### src/spv_pkg.sv
`timescale 1ns / 1ps
// Shared types, codes and constant tables of the sampler voice.
package spv_pkg;

   // Item function codes.
   localparam logic [1:0] FUNC_LOAD     = 2'd0;
   localparam logic [1:0] FUNC_NOTE_ON  = 2'd1;
   localparam logic [1:0] FUNC_NOTE_OFF = 2'd2;
   localparam logic [1:0] FUNC_TICK     = 2'd3;

   // Configuration register indexes.
   localparam int CSR_IDX_W  = 3;
   localparam int CSR_DATA_W = 18;
   localparam logic [CSR_IDX_W-1:0] CSR_SAMPLE_LENGTH = 3'd0;
   localparam logic [CSR_IDX_W-1:0] CSR_STEREO        = 3'd1;
   localparam logic [CSR_IDX_W-1:0] CSR_ROOT_NOTE     = 3'd2;
   localparam logic [CSR_IDX_W-1:0] CSR_VEL_LOW       = 3'd3;
   localparam logic [CSR_IDX_W-1:0] CSR_VEL_HIGH      = 3'd4;
   localparam logic [CSR_IDX_W-1:0] CSR_RATE_RATIO    = 3'd5;

   localparam logic [4:0]  RAMP_STEPS = 5'd20;
   localparam logic [16:0] UNITY_Q16  = 17'd65536;
   localparam logic [15:0] DECAY_Q16  = 16'd65484;
   localparam logic [16:0] STOP_Q16   = 17'd66;

   typedef struct packed {
      logic [1:0]         func;
      logic [15:0]        load_addr;
      logic signed [15:0] load_left;
      logic signed [15:0] load_right;
      logic [6:0]         note;
      logic [6:0]         velocity;
      logic               tail_off;
   } req_type;

   typedef struct packed {
      logic signed [15:0] left_out;
      logic signed [15:0] right_out;
      logic               voice_active;
   } rsp_type;

   typedef struct packed {
      logic start;
      logic mul;
   } pitch_ctl_type;

   typedef struct packed {
      logic capture;
      logic stereo;
   } mix_ctl_type;

   // 2^(k/12) in Q1.16, rounded to nearest.
   function automatic logic [16:0] semitone_factor(logic [3:0] semi);
      logic [16:0] f;
      case (semi)
         4'd0:    f = 17'd65536;
         4'd1:    f = 17'd69433;
         4'd2:    f = 17'd73562;
         4'd3:    f = 17'd77936;
         4'd4:    f = 17'd82570;
         4'd5:    f = 17'd87480;
         4'd6:    f = 17'd92682;
         4'd7:    f = 17'd98193;
         4'd8:    f = 17'd104032;
         4'd9:    f = 17'd110218;
         4'd10:   f = 17'd116772;
         4'd11:   f = 17'd123715;
         default: f = 17'd65536;
      endcase
      return f;
   endfunction

   // Attack gain floor(k * 65536 / 20) in Q1.16.
   function automatic logic [16:0] attack_gain(logic [4:0] k);
      logic [16:0] g;
      case (k)
         5'd0:    g = 17'd0;
         5'd1:    g = 17'd3276;
         5'd2:    g = 17'd6553;
         5'd3:    g = 17'd9830;
         5'd4:    g = 17'd13107;
         5'd5:    g = 17'd16384;
         5'd6:    g = 17'd19660;
         5'd7:    g = 17'd22937;
         5'd8:    g = 17'd26214;
         5'd9:    g = 17'd29491;
         5'd10:   g = 17'd32768;
         5'd11:   g = 17'd36044;
         5'd12:   g = 17'd39321;
         5'd13:   g = 17'd42598;
         5'd14:   g = 17'd45875;
         5'd15:   g = 17'd49152;
         5'd16:   g = 17'd52428;
         5'd17:   g = 17'd55705;
         5'd18:   g = 17'd58982;
         5'd19:   g = 17'd62259;
         5'd20:   g = 17'd65536;
         default: g = 17'd0;
      endcase
      return g;
   endfunction

endpackage

### src/spv_mix_path.sv
`timescale 1ns / 1ps
// Interpolation and gain datapath of the voice, registered between the interpolation and the gain multiply.
module spv_mix_path #(
   parameter int SAMPLE_BITS = 16
) (
   input  logic                 clock,
   input  spv_pkg::mix_ctl_type ctl,
   input  logic signed [15:0]   left0,
   input  logic signed [15:0]   left1,
   input  logic signed [15:0]   right0,
   input  logic signed [15:0]   right1,
   input  logic [15:0]          frac,
   input  logic [4:0]           ramp,
   input  logic [16:0]          release_gain,
   output logic signed [15:0]   left_q,
   output logic signed [15:0]   right_q
);
   import spv_pkg::*;

   localparam int OUT_BITS  = (SAMPLE_BITS < 16) ? SAMPLE_BITS : 16;
   localparam int CLAMP_HI  = (1 << (OUT_BITS - 1)) - 1;
   localparam int CLAMP_MAG = 1 << (OUT_BITS - 1);

   logic signed [15:0] sl_in, sr_in, sl_ff, sr_ff;
   logic [33:0]        gain_prod;
   logic [16:0]        gain_in, gain_ff;

   // a + (b - a) * f on offset-binary samples, rounded half up.
   function automatic logic signed [15:0] interp(logic signed [15:0] a,
                                                 logic signed [15:0] b,
                                                 logic [15:0] f);
      logic [15:0]        ua, ub, v;
      logic signed [16:0] diff;
      logic signed [33:0] prod;
      logic signed [34:0] sum;
      ua   = {~a[15], a[14:0]};
      ub   = {~b[15], b[14:0]};
      diff = $signed({1'b0, ub}) - $signed({1'b0, ua});
      prod = diff * $signed({1'b0, f});
      sum  = $signed({3'b000, ua, 16'b0}) + 35'(prod) + 35'sd32768;
      v    = sum[31:16];
      return {~v[15], v[14:0]};
   endfunction

   // Magnitude times gain, rounded half away from zero, then clamped.
   function automatic logic signed [15:0] apply_gain(logic signed [15:0] s,
                                                     logic [16:0] g);
      logic [15:0] mag;
      logic [32:0] prod;
      logic [17:0] r;
      logic [17:0] neg;
      logic [15:0] res;
      mag  = s[15] ? (~s + 16'd1) : s;
      prod = {1'b0, mag} * {16'b0, g};
      r    = 18'((prod + 33'd32768) >> 16);
      neg  = ~r + 18'd1;
      if (!s[15]) begin
         res = (r > 18'(CLAMP_HI)) ? 16'(CLAMP_HI) : r[15:0];
      end else begin
         res = (r > 18'(CLAMP_MAG)) ? 16'(-CLAMP_MAG) : neg[15:0];
      end
      return res;
   endfunction

   always_comb begin
      sl_in     = interp(left0, left1, frac);
      sr_in     = ctl.stereo ? interp(right0, right1, frac) : sl_in;
      gain_prod = {17'b0, attack_gain(ramp)} * {17'b0, release_gain};
      gain_in   = gain_prod[32:16];
   end

   always_ff @(posedge clock) begin
      if (ctl.capture) begin
         sl_ff   <= sl_in;
         sr_ff   <= sr_in;
         gain_ff <= gain_in;
      end
   end

   assign left_q  = apply_gain(sl_ff, gain_ff);
   assign right_q = apply_gain(sr_ff, gain_ff);

endmodule

### config.mk
export PLATFORM = sky130hd
export DESIGN_NAME = spv_mix_path
export DESIGN_NICKNAME = d
export VERILOG_FILES = /design/src/spv_pkg.sv /design/src/spv_mix_path.sv
export SDC_FILE = /design/constraint.sdc
export NUM_CORES = 2
export LEC_CHECK = 0
export ABC_AREA = 1
export BUFFER_PORTS_ARGS = -buffer_cell sky130_fd_sc_hd__buf_2
export CAP_MARGIN = 25
export CORE_ASPECT_RATIO = 1.25
export CORE_MARGIN = 4
export CORE_UTILIZATION = 35
export DETAILED_ROUTE_END_ITERATION = 12
export HOLD_SLACK_MARGIN = 0.08
export PLACE_DENSITY_LB_ADDON = 0.08
export REMOVE_ABC_BUFFERS = 1
export SETUP_SLACK_MARGIN = 0.1
export SYNTH_ARGS = -nofsm -noshare
export SYNTH_HDL_FRONTEND = slang
export SYNTH_SLANG_ARGS = --single-unit
### constraint.sdc
create_clock -name clock -period 10.8 [get_ports clock]
set_input_delay 0.54 -clock clock [delete_from_list [all_inputs] [get_ports clock]]
set_output_delay 0.54 -clock clock [all_outputs]
set_load 0.02 [all_outputs]
==> results.json <==
{
  "status": "finished, final reports clean",
  "fp.dieW_um": 354,
  "drc": 0,
  "ctsResizeCount": 0,
  "yosysWarnings": 0,
  "dr.pass1.iters": 5,
  "antenna_found_initial": 2,
  "die_h_um": 440,
  "synth_largest_area_cell": "fa_1",
  "postCtsSetupBuffers": 0,
  "wire_per_inst_um": 19.0,
  "core-area_um2": 148000,
  "drt_wl_total_mm": 166,
  "drv_cap": 0,
  "avgSynthCellArea_um2": 7.86,
  "grt_pass1_vias": 45500,
  "syn_inst": 6658,
  "setup_viol": 0,
  "drive_gt1_frac": 0.0508,
  "place_ws_ns": 1.45,
  "hold_path_class": "input port to register",
  "synth_edf_count": 49,
  "drv_slew": 0,
  "gp_congestion": 0.870,
  "crit_arrival_ns": 8.92,
  "fmax_mhz": 106,
  "initial_core_util": 0.352,
  "cpPeakStageDelay_ns": 0.82,
  "required_ns": 10.26,
  "path_clk_slew_ns": 0.07,
  "crit_path_start_kind": "register",
  "grt_usage": 0.216,
  "rsz0062_at_grt": "false",
  "synth_top_area_frac": 0.444,
  "fin_crit_ns": 9.46,
  "hpwl_mm": 142,
  "grt_pass1_wl_mm": 262,
  "crit_top_cell": "inv_1",
  "critPathKind": "register to output pin",
  "yosys-top-cells-area": "fa_1 (44%), ha_1 (13%), inv_1 (12%)",
  "cts_buffers": 5,
  "post-synth-top-count-cell": "inv_1",
  "clkSinkCount": 49,
  "setup_tns_ns": 0,
  "cts_max_level": 2,
  "dieArea_um2": 156000,
  "period_share": 0.876,
  "synth_area_um2": 52300,
  "ys.flop_type": "edfxtp_1",
  "num_vias": 41700,
  "port_buffers": 136,
  "syn_to_final_growth_pct": 6.19,
  "io_pins": 137,
  "ys_async_sr_fraction": 0,
  "slew_headroom": 0.318,
  "hold_violations": 0,
  "grt.overflow.total": 0,
  "yosysSeqAreaShare": 0.0281,
  "tritoncts": "done",
  "tightest_slew_ns": 1.02,
  "clockRootBuffer": "clkbuf_16",
  "rows": 158,
  "final_antenna_net_count": 0,
  "clockBufferDepth": 2,
  "hold_buffers": 0,
  "setup.worst_path.end_class": "output pin",
  "layout_setup_ws_ns": 1.34,
  "ys_types": 59,
  "grt_max_degree": 36,
  "ys_ff_latch": 49,
  "synthTopCellsByCount": "inv_1 (1,727), nand2_1 (1,276), fa_1 (1,160), nor2_1 (783), ha_1 (557)",
  "critPathMaxFanout": 18,
  "cpMaxStageDelayCell": "edfxtp_1",
  "viasPerCell": 4.78,
  "final_nets": 8534,
  "drt_iter0_drc": 2117
}
-- routing by layer --
metal  track usage  wire [µm]
met4        0.0440       3580
met5             0          0
met2         0.419      89300
met1         0.266      68600
met3       0.00824       4160
-- final cells by class --
class	instances	area, µm²
diodes	1	2.50
fillers	15900	92900
flip-flops and latches	49	1470
clock buffers	5	125
multi-input cells	4695	43600
clock inverters	3	46.3
inverters	1765	6630
well taps	2000	2500
repair buffers	196	1150
-- cells in the final DEF (no fill, tap or decap), types with 5 or more instances in the layout --
cell type,Yosys,layout
a21oi_1,178,178
inv_2,9,9
nor2_4,5,5
nand2_4,9,9
o21ai_0,130,130
nand2_2,31,31
ha_1,557,557
a211oi_1,8,8
clkbuf_16,0,5
buf_4,3,58
inv_1,1727,1727
xnor2_1,47,47
fa_1,1160,1160
o21bai_1,17,17
o21ai_2,6,6
edfxtp_1,49,49
nor3_1,40,40
clkinv_1,28,28
buf_2,9,136
nand2_1,1276,1276
nand3_1,194,194
nand4_1,32,32
nand3_2,10,10
or2_2,41,41
o21a_1,12,12
nor2_1,783,781
a31oi_1,11,11
and2_1,7,7
xor2_1,53,52
a21o_1,9,9
nor4_1,7,7
nand3b_1,17,17
nor2_2,7,9
o21ai_1,6,6
-- kinds of logic after synthesis --
group | count (synthesis) | synth area share
buffers and inverters | 1914 | 0.138
XOR/XNOR | 103 | 0.0177
AND/OR/NAND/NOR | 2476 | 0.196
AO/OA/AOI/OAI | 399 | 0.0424
adder cells (fa/ha/maj) | 1717 | 0.577
flip-flops | 49 | 0.0281
-- path summary, 6_finish.rpt --
path | start | end | slack (ns) | cells past startpoint
min | ctl[1] | gain_ff[16] | 0.68 | 1
max | sl_ff[0] | left_q[3] | 1.34 | 44
-- worst max-delay path, delay by kind of cell, from the launching register on --
kind / cells / cell delay, ns
adder cells (fa/ha/maj): 9 / 3.63
AND/OR/NAND/NOR: 19 / 2.31
buffers and inverters: 13 / 1.40
flip-flops: 1 / 0.82
AO/OA/AOI/OAI: 3 / 0.41
-- stage by stage --
stage	cell area, µm²	std cells	hold WS [ns]	utilization
finish	55500	8714	0.680	0.374
detailed placement	55400	8705	0.999	0.373
global placement	55300	8702	1.07	0.373
global route	55500	8713	0.690	0.374
CTS	55500	8713	0.677	0.374
floorplan	51700	6509	0.652	-
-- registers in the layout, indices dropped and copies added, names as in the netlist --
register,flops
gain_ff,17
sl_ff,16
sr_ff,16
Power is left out: the tool's default activity adds up to more than one toggle a clock period on the data nets, which glitch-free logic cannot reach.
