**config.mk**
```make
export PLATFORM = sky130hd
export DESIGN_NAME = spv_pitch_unit
export DESIGN_NICKNAME = d
export VERILOG_FILES = /design/src/spv_pkg.sv /design/src/spv_pitch_unit.sv
export SDC_FILE = /design/constraint.sdc
export NUM_CORES = 1
export LEC_CHECK = 0
export BUFFER_PORTS_ARGS = -buffer_cell sky130_fd_sc_hd__buf_2
export CAP_MARGIN = 30
export CORE_UTILIZATION = 55
export CTS_BUF_LIST = sky130_fd_sc_hd__clkbuf_8 sky130_fd_sc_hd__clkbuf_16
export DETAILED_ROUTE_END_ITERATION = 8
export GPL_TIMING_DRIVEN = 0
export HOLD_SLACK_MARGIN = 0.05
export PLACE_DENSITY = 0.76
export SLEW_MARGIN = 10
export SYNTH_ARGS = -nofsm -noshare
export SYNTH_HDL_FRONTEND = slang
export SYNTH_SLANG_ARGS = --single-unit
export TNS_END_PERCENT = 20
```
**constraint.sdc**
```tcl
create_clock -name clock -period 7.6 [get_ports clock]
set_clock_uncertainty 0.2 [all_clocks]
set_input_delay 0.38 -clock clock [delete_from_list [all_inputs] [get_ports clock]]
set_output_delay 0.38 -clock clock [all_outputs]
set_load 0.01 [all_outputs]
```
**src/spv_pkg.sv**
```systemverilog
`timescale 1ns / 1ps
// Shared types, codes and constant tables of the sampler voice.
package spv_pkg;

   // Item function codes.
   localparam logic [1:0] FUNC_LOAD     = 2'd0;
   localparam logic [1:0] FUNC_NOTE_ON  = 2'd1;
   localparam logic [1:0] FUNC_NOTE_OFF = 2'd2;
   localparam logic [1:0] FUNC_TICK     = 2'd3;

   // Configuration register indexes.
   localparam int CSR_IDX_W  = 3;
   localparam int CSR_DATA_W = 18;
   localparam logic [CSR_IDX_W-1:0] CSR_SAMPLE_LENGTH = 3'd0;
   localparam logic [CSR_IDX_W-1:0] CSR_STEREO        = 3'd1;
   localparam logic [CSR_IDX_W-1:0] CSR_ROOT_NOTE     = 3'd2;
   localparam logic [CSR_IDX_W-1:0] CSR_VEL_LOW       = 3'd3;
   localparam logic [CSR_IDX_W-1:0] CSR_VEL_HIGH      = 3'd4;
   localparam logic [CSR_IDX_W-1:0] CSR_RATE_RATIO    = 3'd5;

   localparam logic [4:0]  RAMP_STEPS = 5'd20;
   localparam logic [16:0] UNITY_Q16  = 17'd65536;
   localparam logic [15:0] DECAY_Q16  = 16'd65484;
   localparam logic [16:0] STOP_Q16   = 17'd66;

   typedef struct packed {
      logic [1:0]         func;
      logic [15:0]        load_addr;
      logic signed [15:0] load_left;
      logic signed [15:0] load_right;
      logic [6:0]         note;
      logic [6:0]         velocity;
      logic               tail_off;
   } req_type;

   typedef struct packed {
      logic signed [15:0] left_out;
      logic signed [15:0] right_out;
      logic               voice_active;
   } rsp_type;

   typedef struct packed {
      logic start;
      logic mul;
   } pitch_ctl_type;

   typedef struct packed {
      logic capture;
      logic stereo;
   } mix_ctl_type;

   // 2^(k/12) in Q1.16, rounded to nearest.
   function automatic logic [16:0] semitone_factor(logic [3:0] semi);
      logic [16:0] f;
      case (semi)
         4'd0:    f = 17'd65536;
         4'd1:    f = 17'd69433;
         4'd2:    f = 17'd73562;
         4'd3:    f = 17'd77936;
         4'd4:    f = 17'd82570;
         4'd5:    f = 17'd87480;
         4'd6:    f = 17'd92682;
         4'd7:    f = 17'd98193;
         4'd8:    f = 17'd104032;
         4'd9:    f = 17'd110218;
         4'd10:   f = 17'd116772;
         4'd11:   f = 17'd123715;
         default: f = 17'd65536;
      endcase
      return f;
   endfunction

   // Attack gain floor(k * 65536 / 20) in Q1.16.
   function automatic logic [16:0] attack_gain(logic [4:0] k);
      logic [16:0] g;
      case (k)
         5'd0:    g = 17'd0;
         5'd1:    g = 17'd3276;
         5'd2:    g = 17'd6553;
         5'd3:    g = 17'd9830;
         5'd4:    g = 17'd13107;
         5'd5:    g = 17'd16384;
         5'd6:    g = 17'd19660;
         5'd7:    g = 17'd22937;
         5'd8:    g = 17'd26214;
         5'd9:    g = 17'd29491;
         5'd10:   g = 17'd32768;
         5'd11:   g = 17'd36044;
         5'd12:   g = 17'd39321;
         5'd13:   g = 17'd42598;
         5'd14:   g = 17'd45875;
         5'd15:   g = 17'd49152;
         5'd16:   g = 17'd52428;
         5'd17:   g = 17'd55705;
         5'd18:   g = 17'd58982;
         5'd19:   g = 17'd62259;
         5'd20:   g = 17'd65536;
         default: g = 17'd0;
      endcase
      return g;
   endfunction

endpackage

```
**src/spv_pitch_unit.sv**
```systemverilog
`timescale 1ns / 1ps
// Note-on step calculation: semitone split, rate multiply, octave shift.
module spv_pitch_unit (
   input  logic                  clock,
   input  spv_pkg::pitch_ctl_type ctl,
   input  logic [6:0]            note,
   input  logic [6:0]            root_note,
   input  logic [17:0]           rate_ratio,
   output logic [31:0]           step
);
   import spv_pkg::*;

   logic [8:0]  ofs_note;
   logic [18:0] quot_prod;
   logic [4:0]  quot;
   logic [8:0]  quot_x12;
   logic [3:0]  semi_in;
   logic [4:0]  shamt_in;
   logic [3:0]  semi_ff;
   logic [4:0]  shamt_ff;
   logic [34:0] prod_in;
   logic [34:0] prod_ff;
   logic [45:0] shifted;
   logic [46:0] rounded;

   // Offset by eleven octaves so the split works on a non-negative value;
   // the quotient by 12 is a reciprocal multiply, exact for this range.
   always_comb begin
      ofs_note  = {2'b00, note} + 9'd132 - {2'b00, root_note};
      quot_prod = {10'b0, ofs_note} * 19'd1366;
      quot      = quot_prod[18:14];
      quot_x12  = {1'b0, quot, 3'b000} + {2'b00, quot, 2'b00};
      semi_in   = 4'(ofs_note - quot_x12);
      // Octave shift of (quot - 11) applied to the product scaled by 2^11.
      shamt_in  = 5'd22 - quot;
   end

   always_ff @(posedge clock) begin
      if (ctl.start) begin
         semi_ff  <= semi_in;
         shamt_ff <= shamt_in;
      end
   end

   assign prod_in = {17'b0, rate_ratio} * {18'b0, semitone_factor(semi_ff)};

   always_ff @(posedge clock) begin
      if (ctl.mul) begin
         prod_ff <= prod_in;
      end
   end

   // The shifted product stays below 2^45, so the rounded step always fits
   // in 32 bits and never needs saturation.
   always_comb begin
      shifted = {prod_ff, 11'b0} >> shamt_ff;
      rounded = {1'b0, shifted} + 47'd32768;
      step    = 32'(rounded[46:16]);
   end

endmodule

```
==> parameters.txt <==
Parameter                              Value

Outcome
  Result of the run ... finished clean

Synthesis
  Synthesized instance count ... between 1500 and 2000
  Top cell type by total area after synthesis ... sky130_fd_sc_hd__fa_1
  Proportion of register bits with asynchronous set or reset after synthesis ... 0
  Number of enable-type register cells in the synthesized netlist ... 40
  Most repeated cell in the gate-level netlist after synthesis ... sky130_fd_sc_hd__inv_1
  Post-synth net total ... ~2300
  Proportion of synthesized chip area in sequential cells ... 0.0911
  Area share of the largest cell type after synthesis ... 0.310
  Area contributors post-synth ... sky130_fd_sc_hd__fa_1 31%, sky130_fd_sc_hd__ha_1 13%, sky130_fd_sc_hd__inv_1 8.7%
  Most instantiated flip-flop cell in the synthesis netlist ... sky130_fd_sc_hd__edfxtp_1
  Number of library cell types mapped by synthesis ... around 80
  Most instantiated cells after synthesis ... 389 x sky130_fd_sc_hd__inv_1, 259 x sky130_fd_sc_hd__fa_1, 226 x sky130_fd_sc_hd__nand2_1
  Synthesis-stage register bit count ... 56
  Netlist area before placement ... between 0.015 and 0.02 mm2
  Synth Area per Inst ... between 9 and 10 um2
  Number of warnings issued by yosys ... 0

Layout
  Area taken by multi-input logic gates ... between 0.01 and 0.015 mm2
  Final Util ... 0.595
  Final cell count without fillers ... 2281
  Nets ... ~2400
  Antenna diode instance count ... 0
  Fraction of layout cells with a size suffix above 1 ... 0.0952
  Reg area ... between 0.0015 and 0.002 mm2
  Area growth from synthesis to final layout ... 6.16%
  Final-layout fill cell count ... 2588

Setup path
  Worst stage delay on the critical path ... ~0.6 ns
  CP Max Fanout ... 10
  Cell type with the highest occurrence count on the critical path ... sky130_fd_sc_hd__fa_1
  Critical Path Source Type ... register
  Cell at the slowest stage of the critical path ... sky130_fd_sc_hd__a2111oi_0
  Cell family with most CP delay ... adder cells
  Critical Path, Cell by Cell ... clkbuf_1, clkbuf_2, nand2_1, fa_1, inv_1, fa_1, inv_1, fa_1, fa_1, fa_1, inv_1, fa_1, ha_1, and3_1, nand4_1, nor2_1, a311oi_1, o31ai_2, a2111oi_0, o41ai_1, xor2_1
  Data required time of the worst path ... ~7.4 ns
  WP buf/inv ... 5
  Critical Path Sink Type ... register
  Arrival time of data at the critical path endpoint ... 7.23 ns
  Critical path class ... register to register

Drt
  Initial DRC count ... 1351
  Total via count in the routed design ... 13300
  Detail-routed via count per cell ... between 5 and 6
  WL/cell ... 18.7 um
  Wire length after detailed routing ... around 43 mm
  Router iterations before antenna repair ... 6
  Residual DRC ... 0
  Antenna Violating Nets Remaining ... 0

Clock tree
  Number of H-tree branching levels ... 2
  Clock Sinks ... 56
  Num CTS Buffers ... 5
  Hold-fix buffers, CTS ... 0
  Insertion delay to the later sink of the worst-skew pair ... about 0.3 ns
  CTS tree ... built
  Post-CTS setup repair buffer count ... 0
  Bufs on Longest Clock Path ... 2
  Master cell of the clock root buffer ... sky130_fd_sc_hd__clkbuf_16
  Clock transition at path regs ... approximately 0.08 ns

Global route
  Wire length of the first global-routing pass ... ~70 mm
  Total overflow reported by the global router ... 0
  Total track usage ... 0.286
  Antenna violations before repair ... 0
  Largest net degree at the start of global routing ... 32
  Number of global-route vias before repair ... 13500

Floorplanning
  # rows ... 63
  Starting Density ... 0.561
  Floorplan core area ... 0.0298 mm2
  Chip Height ... 176 um
  Die width ... 176 um
  Die area ... roughly 0.031 mm2
  I/O pin cnt ... 67

Timing
  Slew of the pin with the lowest slew margin ... around 0.96 ns
  Slew Limit Headroom ... 0.362
  Unrepaired setup endpoints after global routing ... true
  Final Hold Vio Count ... 0
  Final Max Tran Viols ... 0
  Final setup viols ... 0
  Clock period minus final worst setup slack ... between 7 and 8 ns
  F_max ... roughly 140 MHz
  Post-route fraction of the period consumed by the critical path ... 0.974

Job
  Max capacitance violation total ... 0

Placed design
  Buffers on Ports ... 65
  Total placed cells including tap cells ... between 2000 and 2500
  Routability Congestion ... 0.976
  Hpwl dp ... around 35 mm

Worst hold path
  Class of the worst hold path ... input pin to register
[worst paths after layout]
check / slack (ns) / end / from / cells past startpoint
worst max-delay path: 0.20 / prod_ff[33]$_DFFE_PP_ / register / 21
worst min-delay path: 0.28 / shamt_ff[2]$_DFFE_PP_ / ctl[1] / 1
worst max register to register: 0.20 / prod_ff[33]$_DFFE_PP_ / register / 21
worst min register to register: 0.55 / register / semi_ff[1]$_DFFE_PP_ / 3
[cell families (layout without fill, tap and decap cells)]
group | after synthesis | in the layout | share of synthesized area
compound gates | 199 | 199 | 0.0812
xor+xnor | 64 | 64 | 0.0336
simple gates | 516 | 516 | 0.155
fa+ha+maj | 430 | 430 | 0.438
other cells | 1 | 1 | 0.000224
buf+inv | 465 | 538 | 0.111
mux | 87 | 87 | 0.0893
flops | 56 | 56 | 0.0911
[cell type report]
| class | count | share of cell area |
|---|---|---|
| clock buffer | 5 | 0.00705 |
| tap | 390 | 0.0275 |
| sequential | 56 | 0.0858 |
| multi-input combinational | 1297 | 0.754 |
| timing repair buffer | 66 | 0.0188 |
| buffer | 75 | 0.0229 |
| inverter | 389 | 0.0823 |
| clock inverter | 3 | 0.00120 |
[through the flow]
step,area (um2),TNS (ns),setup WS [ns],hold WS (ns)
3_5_place_dp,17500,-2.70,-0.409,0.544
5_1_grt,17700,-0.0668,-0.0265,0.266
4_1_cts,17700,0,0.0394,0.270
3_3_place_gp,17500,-0.748,-0.146,0.510
6_report,17700,0,0.197,0.276
2_1_floorplan,16700,0,0.589,0.292
[worst register-to-register path, cell delays in order (launching register included)]
cell and delay, ns:
sky130_fd_sc_hd__dfxtp_1 0.31, sky130_fd_sc_hd__clkbuf_1 0.48, sky130_fd_sc_hd__clkbuf_2 0.39, sky130_fd_sc_hd__nand2_1 0.11
sky130_fd_sc_hd__fa_1 0.51, sky130_fd_sc_hd__inv_1 0.06, sky130_fd_sc_hd__fa_1 0.50, sky130_fd_sc_hd__inv_1 0.05
sky130_fd_sc_hd__fa_1 0.52, sky130_fd_sc_hd__fa_1 0.55, sky130_fd_sc_hd__fa_1 0.55, sky130_fd_sc_hd__inv_1 0.05
sky130_fd_sc_hd__fa_1 0.47, sky130_fd_sc_hd__ha_1 0.38, sky130_fd_sc_hd__and3_1 0.27, sky130_fd_sc_hd__nand4_1 0.14
sky130_fd_sc_hd__nor2_1 0.07, sky130_fd_sc_hd__a311oi_1 0.34, sky130_fd_sc_hd__o31ai_2 0.22, sky130_fd_sc_hd__a2111oi_0 0.60
sky130_fd_sc_hd__o41ai_1 0.20, sky130_fd_sc_hd__xor2_1 0.19
[timing repair]
| action | in CTS | in global routing |
|---|---|---|
| hold endpoints to repair | 0 | 0 |
| setup endpoints to repair | 7 | 23 |
| pin swaps | 0 | 1 |
| resized for setup | 2 | 26 |
[cells in the final DEF, fill, tap and decap left out, types with 12 or more instances in the layout]
master,instances
sky130_fd_sc_hd__xor2_1,20
sky130_fd_sc_hd__clkbuf_1,37
sky130_fd_sc_hd__mux4_1,16
sky130_fd_sc_hd__mux2_2,16
sky130_fd_sc_hd__inv_1,389
sky130_fd_sc_hd__mux4_2,27
sky130_fd_sc_hd__a21o_1,18
sky130_fd_sc_hd__nand4_1,13
sky130_fd_sc_hd__and2_1,119
sky130_fd_sc_hd__edfxtp_1,40
sky130_fd_sc_hd__and3_1,12
sky130_fd_sc_hd__a21oi_1,39
sky130_fd_sc_hd__nand2b_1,12
sky130_fd_sc_hd__o21ai_0,35
sky130_fd_sc_hd__dfxtp_1,16
sky130_fd_sc_hd__o22ai_1,15
sky130_fd_sc_hd__ha_1,171
sky130_fd_sc_hd__fa_1,259
sky130_fd_sc_hd__nand2_1,225
sky130_fd_sc_hd__nor3_1,18
sky130_fd_sc_hd__mux2i_1,26
sky130_fd_sc_hd__nor2_1,41
sky130_fd_sc_hd__xnor2_1,41
sky130_fd_sc_hd__nand3_1,20
sky130_fd_sc_hd__buf_2,75
[metal layers]
layer	up-vias	wire length (um)	GRT usage
met1	6621	17800	0.402
li1	6011	-	-
met5	-	0	0
met3	103	3120	0.0362
met2	570	20400	0.464
met4	0	1280	0.0848
Power is left out: the tool's default activity adds up to more than one toggle a clock period on the data nets, which glitch-free logic cannot reach.
